`config.mk`:
```
export PLATFORM = sky130hd
export DESIGN_NAME = aopi_ctrl
export DESIGN_NICKNAME = d
export VERILOG_FILES = /design/src/rtl/aopi_pkg.sv /design/src/rtl/aopi_ctrl.sv
export VERILOG_INCLUDE_DIRS = /design/src /design/src/rtl
export SDC_FILE = /design/constraint.sdc
export NUM_CORES = 1
export LEC_CHECK = 0
export BUFFER_PORTS_ARGS = -buffer_cell sky130_fd_sc_hd__buf_2
export CAP_MARGIN = 20
export CORE_MARGIN = 1
export CORE_UTILIZATION = 53
export DETAILED_ROUTE_END_ITERATION = 12
export PLACE_DENSITY = 0.77
export SLEW_MARGIN = 20
export SYNTH_ARGS = -nofsm -noshare
export SYNTH_HDL_FRONTEND = slang
export SYNTH_SLANG_ARGS = --single-unit
```
`constraint.sdc`:
```
create_clock -name clk -period 2.05 [get_ports clk]
set_input_delay 0.1025 -clock clk [delete_from_list [all_inputs] [get_ports clk]]
set_output_delay 0.1025 -clock clk [all_outputs]
set_load 0.02 [all_outputs]
```
`src/rtl/assert_macros.svh`:
```
// Assertion helpers for clocked properties on clk with rst_n low as reset.
`ifndef ASSERT_MACROS_SVH
`define ASSERT_MACROS_SVH
`ifndef ASSERT_OFF
`define ASSERT_IMPLY(lbl, ante, cons, msg) \
    lbl: assert property (@(posedge clk) disable iff (!rst_n) (ante) |-> (cons)) \
        else $error(msg);
`define ASSERT_NEXT(lbl, ante, cons, msg) \
    lbl: assert property (@(posedge clk) disable iff (!rst_n) (ante) |=> (cons)) \
        else $error(msg);
`else
`define ASSERT_IMPLY(lbl, ante, cons, msg)
`define ASSERT_NEXT(lbl, ante, cons, msg)
`endif
`endif

```
`src/rtl/aopi_pkg.sv`:
```
`default_nettype none

package aopi_pkg;

    localparam int CNT_W            = 32;
    localparam int HEAD_W           = 16;
    localparam int POS_W            = 48;
    localparam int SCALE_W          = 24;
    localparam int THR_W            = 15;
    localparam int CFG_W            = 24;
    localparam int IDX_W            = 2;
    localparam int INCH_W           = 48;
    localparam int V_W              = 53;
    localparam int Z_W              = 34;
    localparam int STEP_W           = 5;
    localparam int OPND_W           = 33;
    localparam int PROD_W           = 66;
    localparam int DIV_STEPS        = 31;
    localparam int CORDIC_STEPS_DEF = 16;

    localparam logic [31:0] GAIN_Q30 = 32'd652032874;
    localparam logic [31:0] PI_Q30   = 32'd3373259426;
    localparam logic [31:0] ONE_Q30  = 32'd1073741824;

    localparam logic [SCALE_W-1:0] DRIVE_RST  = 24'd400000;
    localparam logic [SCALE_W-1:0] BACK_RST   = 24'd2952;
    localparam logic [THR_W-1:0]   THRESH_RST = 15'd182;

    typedef enum logic [IDX_W-1:0] {
        REG_DRIVE  = 2'd0,
        REG_BACK   = 2'd1,
        REG_THRESH = 2'd2
    } reg_idx_t;

    typedef struct packed {
        logic signed [CNT_W-1:0] right_count;
        logic signed [CNT_W-1:0] left_count;
        logic signed [CNT_W-1:0] back_count;
        logic [HEAD_W-1:0]       heading;
    } aopi_in_t;

    typedef struct packed {
        logic signed [POS_W-1:0] x_pos;
        logic signed [POS_W-1:0] y_pos;
    } aopi_out_t;

    typedef enum logic [4:0] {
        ST_IDLE,
        ST_MUL_R,
        ST_MUL_L,
        ST_MUL_B,
        ST_DEC,
        ST_ROT_INIT,
        ST_ROT_STEP,
        ST_Q_ABS,
        ST_Q_HI,
        ST_Q_LO,
        ST_Q_END,
        ST_H_MUL,
        ST_H_END,
        ST_DIV_INIT,
        ST_DIV_STEP,
        ST_K,
        ST_ACC
    } state_t;

    // which job the shared rotator and Q30 multiplier work on
    typedef enum logic [2:0] {
        PH_ARC,
        PH_KB,
        PH_KR,
        PH_FIN_X,
        PH_FIN_Y
    } phase_t;

    typedef enum logic [4:0] {
        OP_NONE,
        OP_LOAD,
        OP_MUL_R,
        OP_MUL_L,
        OP_MUL_B,
        OP_DEC,
        OP_ROT_INIT,
        OP_ROT_STEP,
        OP_Q_ABS,
        OP_Q_HI,
        OP_Q_LO,
        OP_Q_END,
        OP_H_MUL,
        OP_H_END,
        OP_DIV_INIT,
        OP_DIV_STEP,
        OP_K,
        OP_ACC
    } op_t;

    typedef struct packed {
        op_t               op;
        phase_t            phase;
        logic [STEP_W-1:0] step;
    } aopi_cmd_t;

    typedef struct packed {
        logic turn;
    } aopi_stat_t;

    // arctangent of 2^-i, 2^32 units per turn
    function automatic logic [31:0] atan_lut(input logic [STEP_W-1:0] idx);
        logic [31:0] a;
        case (idx)
            5'd0:    a = 32'h20000000;
            5'd1:    a = 32'h12E4051E;
            5'd2:    a = 32'h09FB385B;
            5'd3:    a = 32'h051111D4;
            5'd4:    a = 32'h028B0D43;
            5'd5:    a = 32'h0145D7E1;
            5'd6:    a = 32'h00A2F61E;
            5'd7:    a = 32'h00517C55;
            5'd8:    a = 32'h0028BE53;
            5'd9:    a = 32'h00145F2F;
            5'd10:   a = 32'h000A2F98;
            5'd11:   a = 32'h000517CC;
            5'd12:   a = 32'h00028BE6;
            5'd13:   a = 32'h000145F3;
            5'd14:   a = 32'h0000A2FA;
            5'd15:   a = 32'h0000517D;
            5'd16:   a = 32'h000028BE;
            5'd17:   a = 32'h0000145F;
            5'd18:   a = 32'h00000A30;
            5'd19:   a = 32'h00000518;
            5'd20:   a = 32'h0000028C;
            5'd21:   a = 32'h00000146;
            5'd22:   a = 32'h000000A3;
            5'd23:   a = 32'h00000051;
            default: a = 32'h00000000;
        endcase
        return a;
    endfunction

endpackage

`default_nettype wire

```
`src/rtl/aopi_ctrl.sv`:
```
`default_nettype none

`include "assert_macros.svh"

module aopi_ctrl #(
    parameter int CORDIC_STEPS = aopi_pkg::CORDIC_STEPS_DEF
) (
    input  wire logic                 clk,
    input  wire logic                 rst_n,
    input  wire logic                 in_valid,
    output logic                      in_stall,
    output logic                      out_valid,
    input  wire logic                 out_stall,
    input  wire aopi_pkg::aopi_stat_t stat,
    output aopi_pkg::aopi_cmd_t       cmd
);
    import aopi_pkg::*;

    state_t            state_reg, state_next;
    phase_t            phase_reg, phase_next;
    logic [STEP_W-1:0] step_reg, step_next;
    logic              out_valid_reg, out_valid_next;
    logic              acc_fire;

    // the pose may only advance once the previous result has left
    assign acc_fire = (state_reg == ST_ACC) && (!out_valid_reg || !out_stall);

    // next state
    always_comb
    begin
        state_next = state_reg;
        phase_next = phase_reg;
        step_next  = step_reg;
        unique case (state_reg)
            ST_IDLE:     if (in_valid) state_next = ST_MUL_R;
            ST_MUL_R:    state_next = ST_MUL_L;
            ST_MUL_L:    state_next = ST_MUL_B;
            ST_MUL_B:    state_next = ST_DEC;
            ST_DEC:
            begin
                phase_next = stat.turn ? PH_ARC : PH_FIN_X;
                state_next = ST_ROT_INIT;
            end
            ST_ROT_INIT:
            begin
                step_next  = '0;
                state_next = ST_ROT_STEP;
            end
            ST_ROT_STEP:
            begin
                if (step_reg == STEP_W'(CORDIC_STEPS - 1)) begin
                    state_next = ST_Q_ABS;
                end else begin
                    step_next = step_reg + 1'b1;
                end
            end
            ST_Q_ABS:    state_next = ST_Q_HI;
            ST_Q_HI:     state_next = ST_Q_LO;
            ST_Q_LO:     state_next = ST_Q_END;
            ST_Q_END:
            begin
                unique case (phase_reg)
                    PH_ARC:   state_next = ST_H_MUL;
                    PH_KB:
                    begin
                        phase_next = PH_KR;
                        state_next = ST_Q_ABS;
                    end
                    PH_KR:
                    begin
                        phase_next = PH_FIN_X;
                        state_next = ST_ROT_INIT;
                    end
                    PH_FIN_X:
                    begin
                        phase_next = PH_FIN_Y;
                        state_next = ST_Q_ABS;
                    end
                    PH_FIN_Y: state_next = ST_ACC;
                    default:  state_next = ST_IDLE;
                endcase
            end
            ST_H_MUL:    state_next = ST_H_END;
            ST_H_END:    state_next = ST_DIV_INIT;
            ST_DIV_INIT:
            begin
                step_next  = '0;
                state_next = ST_DIV_STEP;
            end
            ST_DIV_STEP:
            begin
                if (step_reg == STEP_W'(DIV_STEPS - 1)) begin
                    state_next = ST_K;
                end else begin
                    step_next = step_reg + 1'b1;
                end
            end
            ST_K:
            begin
                phase_next = PH_KB;
                state_next = ST_Q_ABS;
            end
            ST_ACC:      if (acc_fire) state_next = ST_IDLE;
            default:     state_next = ST_IDLE;
        endcase
    end

    // commands and handshake outputs
    always_comb
    begin
        cmd.phase = phase_reg;
        cmd.step  = step_reg;
        unique case (state_reg)
            ST_IDLE:     cmd.op = in_valid ? OP_LOAD : OP_NONE;
            ST_MUL_R:    cmd.op = OP_MUL_R;
            ST_MUL_L:    cmd.op = OP_MUL_L;
            ST_MUL_B:    cmd.op = OP_MUL_B;
            ST_DEC:      cmd.op = OP_DEC;
            ST_ROT_INIT: cmd.op = OP_ROT_INIT;
            ST_ROT_STEP: cmd.op = OP_ROT_STEP;
            ST_Q_ABS:    cmd.op = OP_Q_ABS;
            ST_Q_HI:     cmd.op = OP_Q_HI;
            ST_Q_LO:     cmd.op = OP_Q_LO;
            ST_Q_END:    cmd.op = OP_Q_END;
            ST_H_MUL:    cmd.op = OP_H_MUL;
            ST_H_END:    cmd.op = OP_H_END;
            ST_DIV_INIT: cmd.op = OP_DIV_INIT;
            ST_DIV_STEP: cmd.op = OP_DIV_STEP;
            ST_K:        cmd.op = OP_K;
            ST_ACC:      cmd.op = acc_fire ? OP_ACC : OP_NONE;
            default:     cmd.op = OP_NONE;
        endcase
        in_stall = (state_reg != ST_IDLE);
    end

    // hold the result until taken, raise it when the pose advances
    always_comb
    begin
        out_valid_next = out_valid_reg;
        if (acc_fire) begin
            out_valid_next = 1'b1;
        end else if (out_valid_reg && !out_stall) begin
            out_valid_next = 1'b0;
        end
    end

    always_ff @(posedge clk or negedge rst_n)
    begin
        if (!rst_n) begin
            state_reg     <= ST_IDLE;
            phase_reg     <= PH_ARC;
            step_reg      <= '0;
            out_valid_reg <= 1'b0;
        end else begin
            state_reg     <= state_next;
            phase_reg     <= phase_next;
            step_reg      <= step_next;
            out_valid_reg <= out_valid_next;
        end
    end

    assign out_valid = out_valid_reg;

    `ASSERT_NEXT(a_accept_starts, in_valid && !in_stall, state_reg == ST_MUL_R, "accepted request did not start")
    `ASSERT_IMPLY(a_result_from_acc, $rose(out_valid_reg), $past(state_reg) == ST_ACC, "result raised outside accumulate")
    `ASSERT_IMPLY(a_rot_step_bound, state_reg == ST_ROT_STEP, step_reg < STEP_W'(CORDIC_STEPS), "rotation step past the end")
    `ASSERT_IMPLY(a_div_step_bound, state_reg == ST_DIV_STEP, step_reg < STEP_W'(DIV_STEPS), "division step past the end")

endmodule

`default_nettype wire

```
After elaboration in Yosys (flattened, before gate mapping). Cells that the tools add are included.

Muxes and demuxes: 17. Reductions and logical operators: 16. Equality and inequality tests: 29. Add/sub/neg operators: 1.

Operators by type and width (number): $pmux 5 s17 (2); $eq 5x4->1 const B (9); $mux 5 (7); $eq 5x3->1 const B (4); $pmux 5 s4 (1); $pmux 3 s3 (2); $pmux 5 s3 (1); $ne 2x2->1 const B (6); $eq 5x2->1 const B (2); $eq 5x5->1 const B (2); $eq 3x2->1 const B (2); $reduce_bool 3->1 (2); $add 5x1->5 const B (1); $eq 5x1->1 const B (1); $logic_not 5->1 (1); $reduce_bool 5->1 (1); $ne 4x1->1 const B (1); $reduce_and 4->1 (1); $reduce_or 2->1 (2); $eq 3x1->1 const B (1); $eq 3x3->1 const B (1); $logic_not 3->1 (1); $mux 1 (3); $reduce_and 3->1 (1); 6 further kinds (8).

Output and inout port bits: 15. Register bits after elaboration: 14. Input port bits: 5. Logic and storage cells: 67.

Depth between registers and ports, before layout. Gate-level depths: netlist of run 1.

Depth in word-level cells: 5. Depth in mapped cells: 7.

Least setup slack after synthesis of run 1. No wires, ideal clock.

Path type: register to register. From: register step_reg[0]. To: register step_reg[3]. Data arrival time: 1.684 ns. Period minus slack after synthesis: 1.823 ns. Buffers on the path: 0. Data required time: 1.912 ns. Setup slack: 0.227 ns. Setup time: 0.138 ns. Cell stages (with the launch flop): 8. Cells stage by stage: dfrtp_1 ha_1 and3_1 ha_1 nor2b_1 a21oi_2 a311o_1 o211ai_1.

Cells in the longest elaborated chain, start to end: 3. Elaborated cells between the ends (all ways): 9. Those cells by class: add/sub: 1; eq/ne: 4; mux: 3; reduce/logical: 1.

RTL lines: from (decl) (line aopi_ctrl.sv:21) `logic [STEP_W-1:0] step_reg, step_next;`; from (signal assigned) (line aopi_ctrl.sv:157) `step_reg <= step_next;`; $add 5x1->5 (tied with other cells) (line aopi_ctrl.sv:54, aopi_ctrl.sv:95); $mux 5 (tied with other cells) (line aopi_ctrl.sv:92) `if (step_reg == STEP_W'(DIV_STEPS - 1)) begin`; $pmux 5 s3 or $reduce_and 3->1 (tied branches).

Parallel ways exist; a longest one is shown, timed or not. The select of a mux whose other input is x is not followed. A chain may end at the register's enable or synchronous reset.

==> flow_metrics.py, run 1 <==
metrics = {
    "status": {
        "status": "finished, final reports clean",
    },
    "clock_tree": {
        "cts_made_buffers": 3,
        "clk_pin_slew_ns": 0.09,
        "htreeDepth": 1,
        "post_cts_buffers": 0,
        "cts_tree": "yes",
        "clock_path_buffers": 2,
        "cts_sinks": 14,
        "clk_latency_ns": 0.29,
        "root_buffer": "clkbuf_4",
    },
    "timing": {
        "hold_violations": 0,
        "slew-limit-headroom_pct": 67.1,
        "fin_crit_ns": 1.95,
        "drv_slew": 0,
        "tns_ns": 0,
        "worst_pin_slew_ns": 0.493,
        "finalCritPeriodShare_pct": 95.2,
        "skew_ns": 0.00381,
        "setup_viol": 0,
        "grt_setup_unrepaired": "no",
        "fmax_ghz": 0.512,
    },
    "die": {
        "fp.dieW_um": 45.9,
        "die_y_um": 45.9,
        "dieArea_mm2": 0.00210,
        "coreArea_mm2": 0.00176,
        "initial_utilization_pct": 57.8,
        "ios": 20,
        "rows": 15,
    },
    "yosys": {
        "avgSynthCellArea_um2": 8.79,
        "synth.distinct_cells": 45,
        "seq_area_frac_synth_pct": 34.4,
        "syn_nets": 124,
        "ys_ff_latch": 14,
        "syn-cell-area_mm2": 0.00102,
        "synth_warnings": 0,
        "syn-instance-count": 116,
    },
    "placed_design": {
        "place.gp.congestion": 0.800,
        "dp_cells": 158,
        "dp_hpwl_mm": 1.65,
        "portBuffers": 19,
    },
    "routing": {
        "firstDrtPassIters": 5,
        "drt_iter0_drc": 23,
        "wirelength_mm": 2.41,
        "vias_per_cell": 6.07,
        "via_count": 990,
        "drcViolationCount": 0,
        "ant_nets": 0,
        "wl_per_cell_um": 14.8,
    },
    "final_layout": {
        "instances_no_fill": 163,
        "fillers": 161,
        "drive_above_1_share_pct": 25.4,
        "final_cell_mix": "buf_2, dfrtp_1, nor2_1, nand2_1, inv_1",
        "final_common_cell": "buf_2",
        "area_growth_pct": 18.2,
        "antennaDiodeCount": 0,
        "final_nets": 147,
    },
    "worst_hold_path": {
        "hold_path_depth": 3,
        "holdPathEnd": "out_valid$_DFFE_PN0P_",
        "hold_class": "in2reg",
        "worstHoldStart": "out_stall",
    },
    "worst_setup_path": {
        "critPathRequiredTime_ns": 1.95,
        "worstPathCellList": "inv_1, and3_2, or2_1, buf_2",
        "reg2reg_from": "step_reg[0]$_DFFE_PN0P_",
        "critPathKind": "reg2out",
        "worstPathMaxFanout": 13,
        "cpPeakStageDelay_ns": 0.62,
        "worstSetupEndpointType": "output pin",
        "crit_buf_inv": 2,
        "timing.rr.end": "step_reg[0]$_DFFE_PN0P_",
        "cp.arrival_ns": 1.85,
        "reg2reg_slack_ns": 0.13,
        "crit_slowest_cell": "dfrtp_1",
        "cp-start-kind": "flip-flop",
        "r2r_cells": 7,
        "cpLargestDelayFamily": "flip-flops",
    },
    "power_and_ir_drop": {
        "power_density_mw_per_mm2": 1630,
        "p_leak_nw": 0.588,
        "vdd_drop_max_v": 0.000958,
    },
    "global_route": {
        "grt.total_usage_pct": 26.4,
        "antenna_found_initial": 0,
        "grt_max_degree": 15,
        "grt_pass1_vias": 848,
        "grt_overflow_total": 0,
        "grt_pass1_wl_mm": 3.93,
    },
    "flow_run": {
        "max_cap_viol_count": 0,
    },
}
[cells in the mapped netlist]
cell type | count | area share, %
and3_1 | 3 | 1.8
nor2b_1 | 5 | 3.1
or2_1 | 1 | 0.61
nand4_1 | 3 | 1.8
mux2i_1 | 3 | 2.9
clkbuf_1 | 5 | 1.8
nor3_1 | 5 | 2.5
ha_1 | 3 | 3.7
xnor2_1 | 2 | 1.7
o211ai_1 | 2 | 1.5
a221o_1 | 1 | 0.98
a31oi_1 | 2 | 1.2
buf_4 | 1 | 0.74
a21o_1 | 1 | 0.74
and3b_1 | 1 | 0.86
o2bb2ai_1 | 1 | 0.86
o21ai_0 | 1 | 0.49
a21oi_1 | 3 | 1.5
a221oi_1 | 1 | 0.86
buf_6 | 1 | 1.1
nand3b_1 | 1 | 0.74
a211oi_1 | 2 | 1.5
o32ai_1 | 1 | 0.86
dfrtp_1 | 14 | 34
o221ai_2 | 1 | 1.5
or3_4 | 1 | 1.1
a211o_1 | 1 | 0.86
and4b_1 | 1 | 0.98
and2_1 | 1 | 0.61
o21ai_1 | 5 | 2.5
a22o_1 | 2 | 1.7
nand2b_1 | 1 | 0.61
nand2_1 | 8 | 2.9
inv_1 | 7 | 2.6
a21boi_4 | 1 | 1.8
nor3b_4 | 1 | 1.8
nor3b_1 | 1 | 0.74
a21oi_2 | 1 | 0.86
and3_2 | 1 | 0.74
o22ai_1 | 2 | 1.2
nor4_1 | 2 | 1.2
nor2_1 | 10 | 3.7
a311o_1 | 2 | 2.0
nand3_1 | 3 | 1.5
and4_1 | 1 | 0.86
[what timing repair did]
item,in CTS,in global routing
hold buffers,1,0
gates resized for setup,0,2
endpoints found under the hold margin,14,0
endpoints found under the setup margin,0,6
[report_power, final]
part | switching, mW | total, mW | internal (mW)
Combinational | 0.659 | 1.16 | 0.504
Sequential | 0.220 | 0.598 | 0.378
Clock | 0.0946 | 0.203 | 0.108
[per-stage QoR]
stage	setup WS, ns	hold slack (ns)	cell area [µm²]	util, %	total power [mW]
floorplan	0.227	-0.193	1020	-	1.45
global placement	0.244	0.0185	1150	65.0	1.70
detailed placement	0.159	0.0207	1150	65.0	1.73
CTS	0.0836	0.0690	1190	67.6	1.95
global route	0.0435	0.0664	1200	68.3	2.12
finish	0.0981	0.0727	1200	68.3	1.96
[kinds of logic (layout without fill, tap and decap cells)]
family                   Yosys count  in the layout  share of synthesized area (%)
AND/OR/NAND/NOR                   50             50                           28.2
multiplexers                       3              3                           2.94
adder cells (fa/ha/maj)            3              3                           3.68
flip-flops                        14             14                           34.4
AO/OA/AOI/OAI                     30             30                           22.8
buffers and inverters             14             36                           6.26
XOR/XNOR                           2              2                           1.72
[worst min-delay path, stage by stage]
cell and delay [ns]:
buf_2 0.08, nand2_1 0.08, nand2_1 0.07
[worst max-delay path by stage]
stage / from / end / slack, ns / cells after the start
final: state_reg[2]$_DFFE_PN0P_ / cmd[11] / 0.1 / 4
after global routing: step_reg[0]$_DFFE_PN0P_ / step_reg[0]$_DFFE_PN0P_ / 0.04 / 7
after CTS: state_reg[2]$_DFFE_PN0P_ / cmd[8] / 0.08 / 4
after detailed placement: step_reg[1]$_DFFE_PN0P_ / step_reg[3]$_DFFE_PN0P_ / 0.16 / 7
after global placement: step_reg[1]$_DFFE_PN0P_ / step_reg[3]$_DFFE_PN0P_ / 0.24 / 7
after floorplan: step_reg[0]$_DFFE_PN0P_ / step_reg[3]$_DFFE_PN0P_ / 0.23 / 7
[layer usage]
| layer | routed length [µm] | vias to the layer above | global-route usage, % |
|---|---|---|---|
| met1 | 1110 | 452 | 37.4 |
| met4 | 34 | 0 | 10.6 |
| met5 | 0 | - | 0 |
| li1 | - | 470 | - |
| met2 | 1070 | 62 | 40.3 |
| met3 | 186 | 6 | 3.57 |
[final cells by class]
type	instances	area (µm²)	area share [%]
well taps	25	31.3	2.60
multi-input cells	88	618	51.3
repair buffers	25	143	11.8
flip-flops and latches	14	350	29.1
inverters	7	26.3	2.18
clock buffers	4	36.3	3.01
(Power assumes the default switching activity.)
==> run 2: changes to the inputs <==
CORE_UTILIZATION = 51   (was 53)
PLACE_DENSITY = 0.75   (was 0.77)
==> run 2 against run 1 <==
Register-to-register slack better by 0.04 ns. Critical path depth stayed put. Critical path type unchanged. Routed wire length is 2.6% lower. Clock power hardly changed. Core utilization is 1.8 points lower. Setup slack better by 0.014 ns. Clock skew is 0.0032 ns lower. Combinational power is 3% lower. Sequential share of layout area is 0.26 points higher. Via count is 0.71% lower.
==> flow_metrics.py, run 2 (same netlist as run 1, synthesis figures left out) <==
metrics = {
    "die": {
        "die_y_um": 46.7,
        "rows": 15,
        "fp.dieW_um": 46.7,
        "dieArea_mm2": 0.00218,
        "initial_utilization_pct": 56.6,
        "ios": 20,
        "coreArea_mm2": 0.00180,
    },
    "final_layout": {
        "fillers": 169,
        "final_common_cell": "buf_2",
        "regArea_um2": 352,
        "drive_above_1_share_pct": 26.1,
        "antennaDiodeCount": 0,
        "final_cell_mix": "buf_2, dfrtp_1, nor2_1, nand2_1, inv_1",
        "multi_input_area_um2": 611,
        "final_nets": 147,
        "instances_no_fill": 163,
        "area_growth_pct": 17.5,
    },
    "worst_setup_path": {
        "critPathRequiredTime_ns": 1.95,
        "cpPeakStageDelay_ns": 0.62,
        "worstSetupEndpointType": "output pin",
        "critPathKind": "reg2out",
        "worstPathMaxFanout": 13,
        "cp-start-kind": "flip-flop",
        "crit_slowest_cell": "dfrtp_1",
        "crit_buf_inv": 2,
        "worstPathCellList": "inv_1, and3_2, or2_1, buf_2",
        "cpLargestDelayFamily": "flip-flops",
        "cp.arrival_ns": 1.84,
        "reg2reg_slack_ns": 0.17,
    },
    "routing": {
        "drcViolationCount": 0,
        "wirelength_mm": 2.34,
        "via_count": 983,
        "firstDrtPassIters": 4,
        "ant_nets": 0,
        "wl_per_cell_um": 14.4,
        "vias_per_cell": 6.03,
        "drt_iter0_drc": 16,
    },
    "global_route": {
        "grt.total_usage_pct": 24.4,
        "antenna_found_initial": 0,
        "grt_pass1_vias": 856,
        "grt_overflow_total": 0,
        "grt_max_degree": 15,
        "grt_pass1_wl_mm": 3.69,
    },
    "placed_design": {
        "portBuffers": 19,
        "place.gp.congestion": 0.841,
        "dp_cells": 158,
        "dp_hpwl_mm": 1.72,
    },
    "timing": {
        "tns_ns": 0,
        "fin_crit_ns": 1.94,
        "hold_violations": 0,
        "finalCritPeriodShare_pct": 94.6,
        "setup_viol": 0,
        "grt_setup_unrepaired": "no",
        "drv_slew": 0,
        "fmax_ghz": 0.516,
        "slew-limit-headroom_pct": 67.4,
        "skew_ns": 0.000624,
        "worst_pin_slew_ns": 0.488,
    },
    "clock_tree": {
        "cts_made_buffers": 3,
        "clock_path_buffers": 2,
        "cts_tree": "yes",
        "post_cts_buffers": 0,
        "cts_sinks": 14,
        "clk_pin_slew_ns": 0.09,
        "clk_latency_ns": 0.28,
        "root_buffer": "clkbuf_4",
        "htreeDepth": 1,
    },
    "power_and_ir_drop": {
        "p_leak_nw": 0.585,
        "intPower_uw": 990,
        "power_density_mw_per_mm2": 1620,
        "clock_power_share_pct": 10.5,
        "netSwitchingPower_uw": 951,
        "swShare_pct": 49.0,
        "power_frac_seq_pct": 31.7,
        "vdd_drop_max_v": 0.000902,
        "p_comb_share_pct": 57.7,
    },
    "status": {
        "status": "finished, final reports clean",
    },
    "flow_run": {
        "max_cap_viol_count": 0,
    },
    "worst_hold_path": {
        "hold_class": "in2reg",
    },
}
## run 2: cell counts in the layout (fill, tap and decap cells not counted)
Identical to the previous run, type by type.
## run 2: worst paths after layout
| path | start | to | depth (start not counted) |
|---|---|---|---|
| worst max-delay path | state_reg[2]$_DFFE_PN0P_ | cmd[11] | 4 |
| worst min-delay path | out_stall | out_valid$_DFFE_PN0P_ | 3 |
| worst max register to register | step_reg[1]$_DFFE_PN0P_ | step_reg[1]$_DFFE_PN0P_ | 7 |
| worst min register to register | out_valid$_DFFE_PN0P_ | out_valid$_DFFE_PN0P_ | 2 |
| max in group asynchronous | rst_n | state_reg[3]$_DFFE_PN0P_ | 2 |
| min in group asynchronous | rst_n | phase_reg[1]$_DFFE_PN0P_ | 2 |
## run 2: tightest hold or removal path, cell delays in order
cell	delay [ns]
buf_2	0.07
nand2_1	0.08
nand2_1	0.07
## run 2: what timing repair did
item	in CTS	in global routing
endpoints found under the hold margin	14	0
endpoints found under the setup margin	0	2
hold buffers	1	0
gates resized for setup	0	2
## run 2: routing by layer
metal	wire length (µm)	up-vias	track usage, %
met3	130	4	6.67
met1	1060	465	31.0
met5	0	-	0
li1	-	474	-
met4	29	0	12.6
met2	1130	40	37.8
## run 2: final cells by class
type / count / area share (%)
Timing Repair Buffer: 25 / 11.9
Tap cell: 25 / 2.61
Multi-Input combinational cell: 88 / 50.9
Inverter: 7 / 2.19
Clock buffer: 4 / 3.03
Sequential cell: 14 / 29.3
## run 2: power by group through the flow
stage	clock network [mW]	registers, mW	logic [mW]
final	0.205	0.615	1.12
after global routing	0.222	0.644	1.24
after floorplan	0	0.565	0.880
after detailed placement	0	0.608	1.13
after CTS	0.209	0.604	1.13
after global placement	0	0.597	1.10
## run 2: per-stage QoR
stage               hold slack [ns]  utilization (%)  instance area, µm²  setup slack (ns)  total power, mW
finish                       0.0685             66.5                1200             0.112             1.94
global placement             0.0163             63.6                1150             0.236             1.70
detailed placement           0.0211             63.6                1150             0.163             1.73
global route                 0.0895             66.5                1200            0.0259             2.10
CTS                          0.0710             66.2                1190            0.0940             1.94
floorplan                    -0.193                -                1020             0.227             1.45
==> run 3: changes to the inputs <==
CORE_MARGIN = 3   (was 1)
==> run 3 against run 2 <==
Highest routed layer unchanged. Critical path type unchanged. Critical endpoint unchanged. Largest power group unchanged. Via count is 2.3% lower. Cell area is 0.10% lower. Sequential share of layout area is 0.074 points lower.
==> flow_metrics.py, run 3 (same netlist as run 1, synthesis figures left out) <==
metrics = {
    "worst_setup_path": {
        "critPathRequiredTime_ns": 1.95,
        "critPathKind": "reg2out",
        "worstPathMaxFanout": 13,
        "worstPathCellList": "inv_1, and3_2, or2_1, buf_2",
        "r2r_cells": 7,
        "crit_slowest_cell": "dfrtp_1",
        "cp-start-kind": "flip-flop",
        "worstSetupEndpointType": "output pin",
        "cp.arrival_ns": 1.84,
        "cpPeakStageDelay_ns": 0.61,
    },
    "flow_run": {
        "max_cap_viol_count": 0,
    },
    "clock_tree": {
        "clk_latency_ns": 0.28,
        "root_buffer": "clkbuf_4",
        "clk_pin_slew_ns": 0.09,
        "cts_sinks": 14,
        "clock_path_buffers": 2,
        "cts_tree": "yes",
        "cts_made_buffers": 3,
        "htreeDepth": 1,
    },
    "die": {
        "dieArea_mm2": 0.00257,
        "die_y_um": 50.7,
        "fp.dieW_um": 50.7,
        "ios": 20,
        "coreArea_mm2": 0.00180,
        "rows": 15,
        "initial_utilization_pct": 56.6,
    },
    "status": {
        "status": "finished, final reports clean",
    },
    "timing": {
        "drv_slew": 0,
        "fmax_ghz": 0.515,
        "fin_ws_ns": 0.109,
        "setup_viol": 0,
        "grt_setup_unrepaired": "no",
        "skew_ns": 0.00534,
        "hold_violations": 0,
        "worst_pin_slew_ns": 0.498,
        "slew-limit-headroom_pct": 66.7,
        "hold_ws_ns": 0.0757,
        "fin_crit_ns": 1.94,
        "finalCritPeriodShare_pct": 94.7,
        "tns_ns": 0,
    },
    "routing": {
        "wirelength_mm": 2.43,
        "drcViolationCount": 0,
        "ant_nets": 0,
        "wl_per_cell_um": 14.9,
        "via_count": 960,
        "drt_iter0_drc": 33,
        "firstDrtPassIters": 4,
        "vias_per_cell": 5.89,
    },
    "final_layout": {
        "final_common_cell": "buf_2",
        "final_cell_mix": "buf_2, dfrtp_1, nor2_1, nand2_1, inv_1",
        "area_growth_pct": 17.4,
        "antennaDiodeCount": 0,
        "final_util_pct": 66.5,
        "final_nets": 147,
        "drive_above_1_share_pct": 25.4,
        "design_area_mm2": 0.00120,
        "instances_no_fill": 163,
    },
    "power_and_ir_drop": {
        "p_leak_nw": 0.586,
        "finalPower_mw": 1.96,
        "power_density_mw_per_mm2": 1630,
        "vdd_drop_max_v": 0.000841,
    },
    "global_route": {
        "grt_max_degree": 15,
        "grt_use_met3_pct": 5.04,
        "grt_overflow_total": 0,
        "grt_pass1_vias": 876,
        "busiest_layer": "met2",
        "grt.total_usage_pct": 21.2,
        "grt_pass1_wl_mm": 4.06,
        "grtUsageMet2_pct": 34.1,
        "antenna_found_initial": 0,
        "grt.met1_usage_pct": 26.4,
    },
    "placed_design": {
        "portBuffers": 19,
        "place.gp.congestion": 0.816,
        "dp_hpwl_mm": 1.79,
        "placed_area_mm2": 0.00115,
        "dp_cells": 158,
        "place_ws_ns": 0.164,
    },
    "worst_hold_path": {
        "hold_path_depth": 3,
        "hold_class": "in2reg",
    },
}
-- run 3: cell counts in the layout (fill, tap and decap cells not counted) --
No cell type changed its count.
-- run 3: area by class of cell --
type                    count  area, µm²
repair buffers             25        143
well taps                  25       31.3
clock buffers               4       36.3
flip-flops and latches     14        350
multi-input cells          88        611
fillers                   164        604
inverters                   7       26.3
-- run 3: worst max-delay path: cells and delay by family, from the launching register on --
kind                   cells  cell delay (ns)
AND/OR/NAND/NOR            2             0.53
flip-flops                 1             0.61
buffers and inverters      2             0.40
-- run 3: what timing repair did --
action | 4_1_cts | 5_1_grt
resized for setup | 0 | 1
hold endpoints to repair | 14 | 0
setup endpoints to repair | 0 | 1
setup buffers | 0 | 0
hold buffers | 1 | 0
-- run 3: where the power goes --
group	switching, mW	leakage, nW	internal, mW
clock	0.0949	0.0210	0.108
combinational	0.650	0.389	0.501
sequential	0.225	0.176	0.378
-- run 3: path summary, 6_finish.rpt --
path	from	endpoint	slack (ns)
setup reg to reg	step_reg[0]$_DFFE_PN0P_	step_reg[0]$_DFFE_PN0P_	0.14
min in group asynchronous	rst_n	phase_reg[2]$_DFFE_PN0P_	0.24
hold reg to reg	out_valid$_DFFE_PN0P_	out_valid$_DFFE_PN0P_	0.55
setup / recovery	state_reg[2]$_DFFE_PN0P_	cmd[11]	0.11
hold / removal	out_stall	out_valid$_DFFE_PN0P_	0.08
max in group asynchronous	rst_n	step_reg[1]$_DFFE_PN0P_	1.55
-- run 3: layer usage --
metal | part of all wire, % | up-vias
met5 | 0 | -
met4 | 1.6 | 0
met3 | 3.7 | 4
met2 | 49 | 21
met1 | 46 | 461
li1 | - | 474
